## src/rtl/tss_pkg.sv

```systemverilog
// Package with shared constants and register indexes for the triangle span block.
`timescale 1ns / 1ps
package tss_pkg;

  localparam int COORD_BITS_DEF = 12;
  localparam int COLOR_BITS = 24;
  localparam int CFG_IDX_BITS = 3;

  typedef enum logic [CFG_IDX_BITS-1:0] {
    REG_A_X   = 3'd0,
    REG_A_Y   = 3'd1,
    REG_B_X   = 3'd2,
    REG_B_Y   = 3'd3,
    REG_C_X   = 3'd4,
    REG_C_Y   = 3'd5,
    REG_COLOR = 3'd6
  } cfg_reg_t;

  localparam int RST_A_X = 100;
  localparam int RST_A_Y = 600;
  localparam int RST_B_X = 100;
  localparam int RST_B_Y = 200;
  localparam int RST_C_X = 300;
  localparam int RST_C_Y = 400;
  localparam logic [COLOR_BITS-1:0] RST_COLOR = 24'hFF0000;

endpackage

```

## src/rtl/triangle_scanline_span.sv

```systemverilog
// Top level: pipelined triangle scanline span with a bit-per-stage divider.
// An accepted item passes the setup, product and numerator registers and then the divider stages to the output.
// Throughput is one item per cycle; each stage holds one item and stalls only when
// the next stage is full and not moving.
// Synchronous active-high reset empties the pipeline and loads the vertex
// and color registers with their reset values; the sorted vertex set is registered from them in the cycle after.
`timescale 1ns / 1ps
module triangle_scanline_span #(
  parameter int COORD_BITS = tss_pkg::COORD_BITS_DEF
) (
  input  logic                          clk,
  input  logic                          rst,
  input  logic                          cfg_we,
  input  logic [tss_pkg::CFG_IDX_BITS-1:0] cfg_index,
  input  logic [tss_pkg::COLOR_BITS-1:0] cfg_data,
  input  logic                          in_valid,
  output logic                          in_ready,
  input  logic [COORD_BITS-1:0]         row,
  output logic                          out_valid,
  input  logic                          out_ready,
  output logic                          in_span,
  output logic                          degenerate,
  output logic [COORD_BITS-1:0]         x_start,
  output logic [COORD_BITS-1:0]         x_end,
  output logic [tss_pkg::COLOR_BITS-1:0] span_color
);
  import tss_pkg::*;

  localparam int CB = COORD_BITS;
  localparam int NS = CB + 3;

  typedef struct packed {
    logic          in_tri;
    logic          degen;
    logic [CB-1:0] px1, qx1, h1, l1, dy1;
    logic [CB-1:0] px2, qx2, h2, l2, dy2;
  } setup_t;

  typedef struct packed {
    logic            in_tri;
    logic            degen;
    logic [2*CB-1:0] pa1, pb1, pa2, pb2;
    logic [CB-1:0]   dy1, dy2;
  } prod_t;

  typedef struct packed {
    logic          in_tri;
    logic          degen;
    logic [CB-1:0] dy1, rem1, lo1, q1;
    logic [CB-1:0] dy2, rem2, lo2, q2;
  } div_t;

  logic [CB-1:0] ax, ay, bx, by, cx, cy;
  logic [COLOR_BITS-1:0] color;

  always_ff @(posedge clk) begin
    if (rst) begin
      ax <= CB'(RST_A_X);
      ay <= CB'(RST_A_Y);
      bx <= CB'(RST_B_X);
      by <= CB'(RST_B_Y);
      cx <= CB'(RST_C_X);
      cy <= CB'(RST_C_Y);
      color <= RST_COLOR;
    end else if (cfg_we) begin
      case (cfg_reg_t'(cfg_index))
        REG_A_X:   ax <= cfg_data[CB-1:0];
        REG_A_Y:   ay <= cfg_data[CB-1:0];
        REG_B_X:   bx <= cfg_data[CB-1:0];
        REG_B_Y:   by <= cfg_data[CB-1:0];
        REG_C_X:   cx <= cfg_data[CB-1:0];
        REG_C_Y:   cy <= cfg_data[CB-1:0];
        REG_COLOR: color <= cfg_data;
        default: ;
      endcase
    end
  end

  // Vertices sorted by Y, refreshed every cycle from the registers.
  logic [CB-1:0] tx, ty, mx, my, bbx, bby;
  logic [CB-1:0] tx_next, ty_next, mx_next, my_next, bbx_next, bby_next;
  logic          degen_cfg, degen_cfg_next;

  always_comb begin
    logic [CB-1:0] t0x, t0y, t1x, t1y, t2x, t2y, sx, sy;
    t0x = ax; t0y = ay; t1x = bx; t1y = by; t2x = cx; t2y = cy;
    sx = '0; sy = '0;
    if (t1y < t0y) begin
      sx = t0x; sy = t0y; t0x = t1x; t0y = t1y; t1x = sx; t1y = sy;
    end
    if (t2y < t1y) begin
      sx = t1x; sy = t1y; t1x = t2x; t1y = t2y; t2x = sx; t2y = sy;
    end
    if (t1y < t0y) begin
      sx = t0x; sy = t0y; t0x = t1x; t0y = t1y; t1x = sx; t1y = sy;
    end
    tx_next = t0x; ty_next = t0y;
    mx_next = t1x; my_next = t1y;
    bbx_next = t2x; bby_next = t2y;
    degen_cfg_next = (ay == by) || (ay == cy) || (by == cy);
  end

  always_ff @(posedge clk) begin
    tx <= tx_next; ty <= ty_next;
    mx <= mx_next; my <= my_next;
    bbx <= bbx_next; bby <= bby_next;
    degen_cfg <= degen_cfg_next;
  end

  logic [NS-1:0] vld;
  logic [NS:0]   rdy;

  assign rdy[NS] = out_ready;
  for (genvar k = 0; k < NS; k++) begin : g_rdy
    assign rdy[k] = !vld[k] || rdy[k+1];
  end
  assign in_ready = rdy[0];

  always_ff @(posedge clk) begin
    if (rst) begin
      vld <= '0;
    end else begin
      if (rdy[0]) vld[0] <= in_valid;
      for (int k = 1; k < NS; k++) begin
        if (rdy[k]) vld[k] <= vld[k-1];
      end
    end
  end

  setup_t s1, s1_next;
  always_comb begin
    s1_next = '0;
    s1_next.degen = degen_cfg;
    s1_next.in_tri = !degen_cfg && (row >= ty) && (row <= bby);
    s1_next.dy1 = CB'(1);
    s1_next.dy2 = CB'(1);
    if (s1_next.in_tri) begin
      s1_next.px1 = tx;
      s1_next.qx1 = bbx;
      s1_next.h1 = bby - row;
      s1_next.l1 = row - ty;
      s1_next.dy1 = bby - ty;
      if (row < my) begin
        s1_next.px2 = tx;
        s1_next.qx2 = mx;
        s1_next.h2 = my - row;
        s1_next.l2 = row - ty;
        s1_next.dy2 = my - ty;
      end else begin
        s1_next.px2 = mx;
        s1_next.qx2 = bbx;
        s1_next.h2 = bby - row;
        s1_next.l2 = row - my;
        s1_next.dy2 = bby - my;
      end
    end
  end

  always_ff @(posedge clk) begin
    if (rdy[0]) s1 <= s1_next;
  end

  prod_t s2;
  always_ff @(posedge clk) begin
    if (rdy[1]) begin
      s2.in_tri <= s1.in_tri;
      s2.degen <= s1.degen;
      s2.pa1 <= (2*CB)'(s1.px1) * (2*CB)'(s1.h1);
      s2.pb1 <= (2*CB)'(s1.qx1) * (2*CB)'(s1.l1);
      s2.pa2 <= (2*CB)'(s1.px2) * (2*CB)'(s1.h2);
      s2.pb2 <= (2*CB)'(s1.qx2) * (2*CB)'(s1.l2);
      s2.dy1 <= s1.dy1;
      s2.dy2 <= s1.dy2;
    end
  end

  div_t dv [CB+1];
  logic [2*CB-1:0] num1, num2;
  assign num1 = s2.pa1 + s2.pb1;
  assign num2 = s2.pa2 + s2.pb2;

  always_ff @(posedge clk) begin
    if (rdy[2]) begin
      dv[0].in_tri <= s2.in_tri;
      dv[0].degen <= s2.degen;
      dv[0].dy1 <= s2.dy1;
      dv[0].rem1 <= num1[2*CB-1:CB];
      dv[0].lo1 <= num1[CB-1:0];
      dv[0].q1 <= '0;
      dv[0].dy2 <= s2.dy2;
      dv[0].rem2 <= num2[2*CB-1:CB];
      dv[0].lo2 <= num2[CB-1:0];
      dv[0].q2 <= '0;
    end
  end

  function automatic div_t div_step(div_t d);
    div_t r;
    logic [CB:0] t1, t2;
    r = d;
    t1 = {d.rem1, d.lo1[CB-1]};
    t2 = {d.rem2, d.lo2[CB-1]};
    r.lo1 = {d.lo1[CB-2:0], 1'b0};
    r.lo2 = {d.lo2[CB-2:0], 1'b0};
    if (t1 >= {1'b0, d.dy1}) begin
      r.rem1 = CB'(t1 - {1'b0, d.dy1});
      r.q1 = {d.q1[CB-2:0], 1'b1};
    end else begin
      r.rem1 = t1[CB-1:0];
      r.q1 = {d.q1[CB-2:0], 1'b0};
    end
    if (t2 >= {1'b0, d.dy2}) begin
      r.rem2 = CB'(t2 - {1'b0, d.dy2});
      r.q2 = {d.q2[CB-2:0], 1'b1};
    end else begin
      r.rem2 = t2[CB-1:0];
      r.q2 = {d.q2[CB-2:0], 1'b0};
    end
    return r;
  endfunction

  for (genvar i = 0; i < CB; i++) begin : g_div
    always_ff @(posedge clk) begin
      if (rdy[i+3]) dv[i+1] <= div_step(dv[i]);
    end
  end

  assign out_valid = vld[NS-1];
  assign in_span = dv[CB].in_tri;
  assign degenerate = dv[CB].degen;
  assign x_start = dv[CB].q1;
  assign x_end = dv[CB].q2;
  assign span_color = color;

endmodule

```

## config.mk

```make
export PLATFORM = sky130hd
export DESIGN_NAME = triangle_scanline_span
export DESIGN_NICKNAME = d
export VERILOG_FILES = /design/src/rtl/tss_pkg.sv /design/src/rtl/triangle_scanline_span.sv
export SDC_FILE = /design/constraint.sdc
export NUM_CORES = 2
export LEC_CHECK = 0
export ABC_AREA = 1
export BUFFER_PORTS_ARGS = -buffer_cell sky130_fd_sc_hd__buf_2
export CAP_MARGIN = 20
export CORE_MARGIN = 2
export CORE_UTILIZATION = 45
export CTS_BUF_LIST = sky130_fd_sc_hd__clkbuf_4
export DETAILED_ROUTE_END_ITERATION = 7
export SLEW_MARGIN = 10
export SYNTH_ARGS = -nofsm -noshare
export SYNTH_HDL_FRONTEND = slang
export SYNTH_SLANG_ARGS = --single-unit
```

## constraint.sdc

```tcl
create_clock -name clk -period 27.8 [get_ports clk]
set_input_delay 6.95 -clock clk [delete_from_list [all_inputs] [get_ports clk]]
set_output_delay 6.95 -clock clk [all_outputs]
set_load 0.01 [all_outputs]
```

==> impl_metrics.toml <==
[sta]
maxSlewHeadroom = 0.3425
min_period_ns = 19.14
setup_tns_ns = 0
timing.fmax_mhz = 52.26
hold_viol_final = 0
drv_slew = 0
setup_viol = 0
worst_slew_pin_slew_ns = 0.9862
min_period_over_period = 0.6883
fin_skew_ns = 0.1665
rsz0062_at_grt = "false"

[setup_path]
crit_path_max_incr_delay_ns = 0.56
crit_type = "in2out"
cpMostUsedCell = "inv_2"
crit_arrival_ns = 12.19
end_kind = "output port"
crit_path_max_fanout = 76
crit_family = "simple AND/OR/NAND/NOR gates"
crit_chain = "buf_2 > nor2_1 > inv_2 > nor2_2 > clkinv_2 > nor2_1 > inv_2 > nor2_1 > inv_2 > nor2_2 > inv_2 > nor2_2 > inv_2 > nor2_2 > inv_2 > nor2_4 > nand2_4 > nor2_4 > nand2_4 > nor2_4 > nand2_4 > nor2_4 > nand2_8 > buf_2"
worstSetupStartpointType = "primary input"
crit_required_ns = 20.85
crit_buf_inv = 9
slowest_stage = "nand2_4"

[floorplanning]
initial_core_util = 0.4524
dieWidth_um = 430.1
die_area_um2 = 184900
die_y_um = 430.1
io_pins = 96
fp-row-count = 156
core_area_um2 = 180500

[clocking]
cts_setup_buffers = 0
htree_levels = 5
cts_hold_buffers = 0
root_buffer = "clkbuf_4"
cts_made_buffers = 362
clk_pin_slew_ns = 0.06
cts_resized = 0
insertion_delay_ns = 1.32
cts_buffer_depth = 4
cts_tree = "done"
cts_sinks = 1342

[power_and_ir_drop]
ir_worst_vdd_uv = 46.77
power.internal_mw = 4.941
power.total_mw = 7.770
p_comb_frac = 0.376
clkPwrFrac = 0.214
p_switching_mw = 2.829
seq_power_share = 0.411
netSwitchingFraction = 0.3641
power_density_nw_per_um2 = 87.77
leakage_nw = 41.29

[global_routing]
antenna_found_initial = 18
met1_usage = 0.2185
grtUsageMet3 = 0.03383
overflow = 0
grt_max_degree = 94
grt.busiest_layer = "met2"
grt_pass1_wl_mm = 283.0
grtUsageMet2 = 0.3525
grt_usage = 0.1920
grt_pass1_vias = 55407

[layout]
fin_cells = 10909
final_nets = 9465
utilization = 0.4903
fin_area_um2 = 88530
n_fill_cell = 16522
syn_to_final_growth_pct = 8.380
drive_gt1_frac = 0.08316

[synth]
synth.distinct_cells = 54
synthSimpleGateAreaFrac = 0.1062
synth_ff_type = "edfxtp_1"
yosysWarnings = 0
syn_inst = 8063
syn_area_per_cell_um2 = 10.13
synth_mux_area_frac = 0.0003676
synth-seq-cells = 1342
async_reset_ff_frac = 0
synth_compound_area_frac = 0.08455
synth_top_family_by_area = "adder cells"
syn-num-nets = 9232
syn_area_um2 = 81690
synth_xor_area_frac = 0.04460
synth_fa_ha_area_frac = 0.2119
synth_edf_count = 1158
ys_seq_area_frac = 0.4708

[job]
max_cap_violations = 0

[route]
post_drt_wl_per_cell_um = 16.07
drt-pass1-iter-count = 6
drt_wl_total_mm = 175.4
drc = 0
ant_nets = 0
viasPerCell = 4.978
drt_iter0_drc = 2854
num_vias = 54310

[hold_path]
hp-class = "reg2reg"

[placed_design]
dpl.cell_count = 10302
place_congestion = 0.9261
port-buffer-count = 95
placedInstanceArea_um2 = 84200
dp_hpwl_mm = 135.9

[status]
status = "completed"
-- Yosys cell counts (all sizes together) (2+ instances only) --
cell / n / area share
inv: 1455 / 0.067
nand2: 1390 / 0.064
edfxtp: 1158 / 0.43
a21oi: 744 / 0.046
ha: 694 / 0.11
nor2: 544 / 0.026
fa: 431 / 0.11
o21ai: 361 / 0.022
xnor2: 208 / 0.022
xor2: 208 / 0.022
dfxtp: 184 / 0.045
clkbuf: 163 / 0.0075
nand3: 154 / 0.0096
buf: 90 / 0.0071
o21bai: 45 / 0.0041
nand4: 34 / 0.0026
nor3: 34 / 0.0021
a31oi: 29 / 0.0022
o211ai: 29 / 0.0027
a21o: 18 / 0.0017
a21boi: 16 / 0.0015
a211oi: 15 / 0.0014
a221oi: 7 / 0.00075
nor4: 6 / 0.00046
o221ai: 6 / 0.00064
o31ai: 6 / 0.00055
or2: 6 / 0.00046
o311ai: 5 / 0.00063
and2: 4 / 0.00031
nand3b: 4 / 0.00037
mux2i: 3 / 0.00037
nor3b: 3 / 0.00028
a2111oi: 2 / 0.00023
clkinv: 2 / 0.000092
o21a: 2 / 0.00018
-- power by group through the flow --
stage | combinational [mW] | clock (mW) | sequential [mW]
3_3_place_gp | 2.83 | 0 | 3.22
2_1_floorplan | 2.37 | 0 | 3.05
3_5_place_dp | 2.91 | 0 | 3.23
4_1_cts | 2.93 | 1.73 | 3.19
5_1_grt | 3.32 | 1.83 | 3.24
6_report | 2.92 | 1.66 | 3.19
-- registers in the layout, indices dropped and copies added (netlist names), 15 cells and up --
signal	count
dv	914
s2	122
s1	122
vld	15
span_color	24
-- area by class of cell --
type / instances / area (µm²) / share of cell area
sequential: 1342 / 38460 / 0.4344
multi-input combinational: 5011 / 36620 / 0.4137
inverter: 1457 / 5473 / 0.06182
clock buffer: 520 / 3904 / 0.04409
tap: 2370 / 2965 / 0.03349
timing repair buffer: 122 / 678.2 / 0.007660
clock inverter: 74 / 399.1 / 0.004508
antenna: 13 / 32.53 / 0.0003675
-- worst reg2reg max path, cell delays in order, from the launching register on --
cell and delay [ns]:
dfxtp_1 0.38, inv_1 0.10, ha_1 0.31, nand2_1 0.07
nand2_1 0.04, nand2_1 0.05, nand2_1 0.06, nand2_2 0.12
nand3_2 0.43, buf_4 0.47, o21ai_0 0.30, inv_1 0.09
ha_1 0.31, a21oi_1 0.15, nor2_1 0.06, a211oi_1 0.47
nand3_2 0.12, buf_4 0.29, inv_1 0.79, o21ai_0 0.35
ha_1 0.38, nand4_1 0.15, nor2_1 0.20, nand2_2 0.51
nand2_2 0.88, nand2_1 0.13, nand2_1 0.21
-- per-layer routing --
layer,wire (µm),up-vias
met3,7374,399
met1,69860,25709
met2,91640,1177
met4,6434,8
met5,50,-
li1,-,27017
-- cells by family (layout without fill, tap and decap cells) --
| kind of cell | Yosys count | count (layout) |
|---|---|---|
| simple gates | 2181 | 2181 |
| xor+xnor | 416 | 416 |
| fa+ha+maj | 1125 | 1125 |
| buf+inv | 1710 | 2173 |
| flops | 1342 | 1342 |
| other cells | 0 | 13 |
| mux | 3 | 3 |
| compound gates | 1286 | 1286 |
-- layout by cell type (no fill, tap or decap), drive strengths merged, types with 2 or more instances in the layout --
master,count
o221ai,6
a31oi,29
a21o,18
nand2,1390
clkinv,70
nor3,34
o21bai,45
a211oi,15
a21boi,16
xor2,208
o211ai,29
o311ai,5
buf,122
nor3b,3
and2,4
inv,1456
dfxtp,184
mux2i,3
o31ai,6
bufinv,4
o21ai,361
xnor2,208
a21oi,744
ha,694
nor4,6
nand3,154
edfxtp,1158
or2,6
fa,431
nand4,34
diode,13
a221oi,7
nor2,544
a2111oi,2
nand3b,4
clkbuf,520
o21a,2
-- through the flow --
step           hold slack (ns)  setup slack (ns)
2_1_floorplan           0.4003             3.915
3_3_place_gp            0.4012             8.491
3_5_place_dp            0.4045             8.491
4_1_cts                 0.3231             8.483
5_1_grt                 0.3342             8.047
6_report                0.3306             8.665
-- worst paths after layout --
path                        startpoint              endpoint  slack (ns)  cells after the start
setup / recovery             out_ready              in_ready        8.66                     24
hold / removal    dv[0][592]$_DFFE_PP_  dv[0][691]$_DFFE_PP_        0.33                      0
setup reg to reg    ay[5]$_SDFFE_PP0P_         mx[3]$_DFF_P_       20.26                     26
hold reg to reg   dv[0][592]$_DFFE_PP_  dv[0][691]$_DFFE_PP_        0.33                      0
Power figures use the tool's default switching activity.
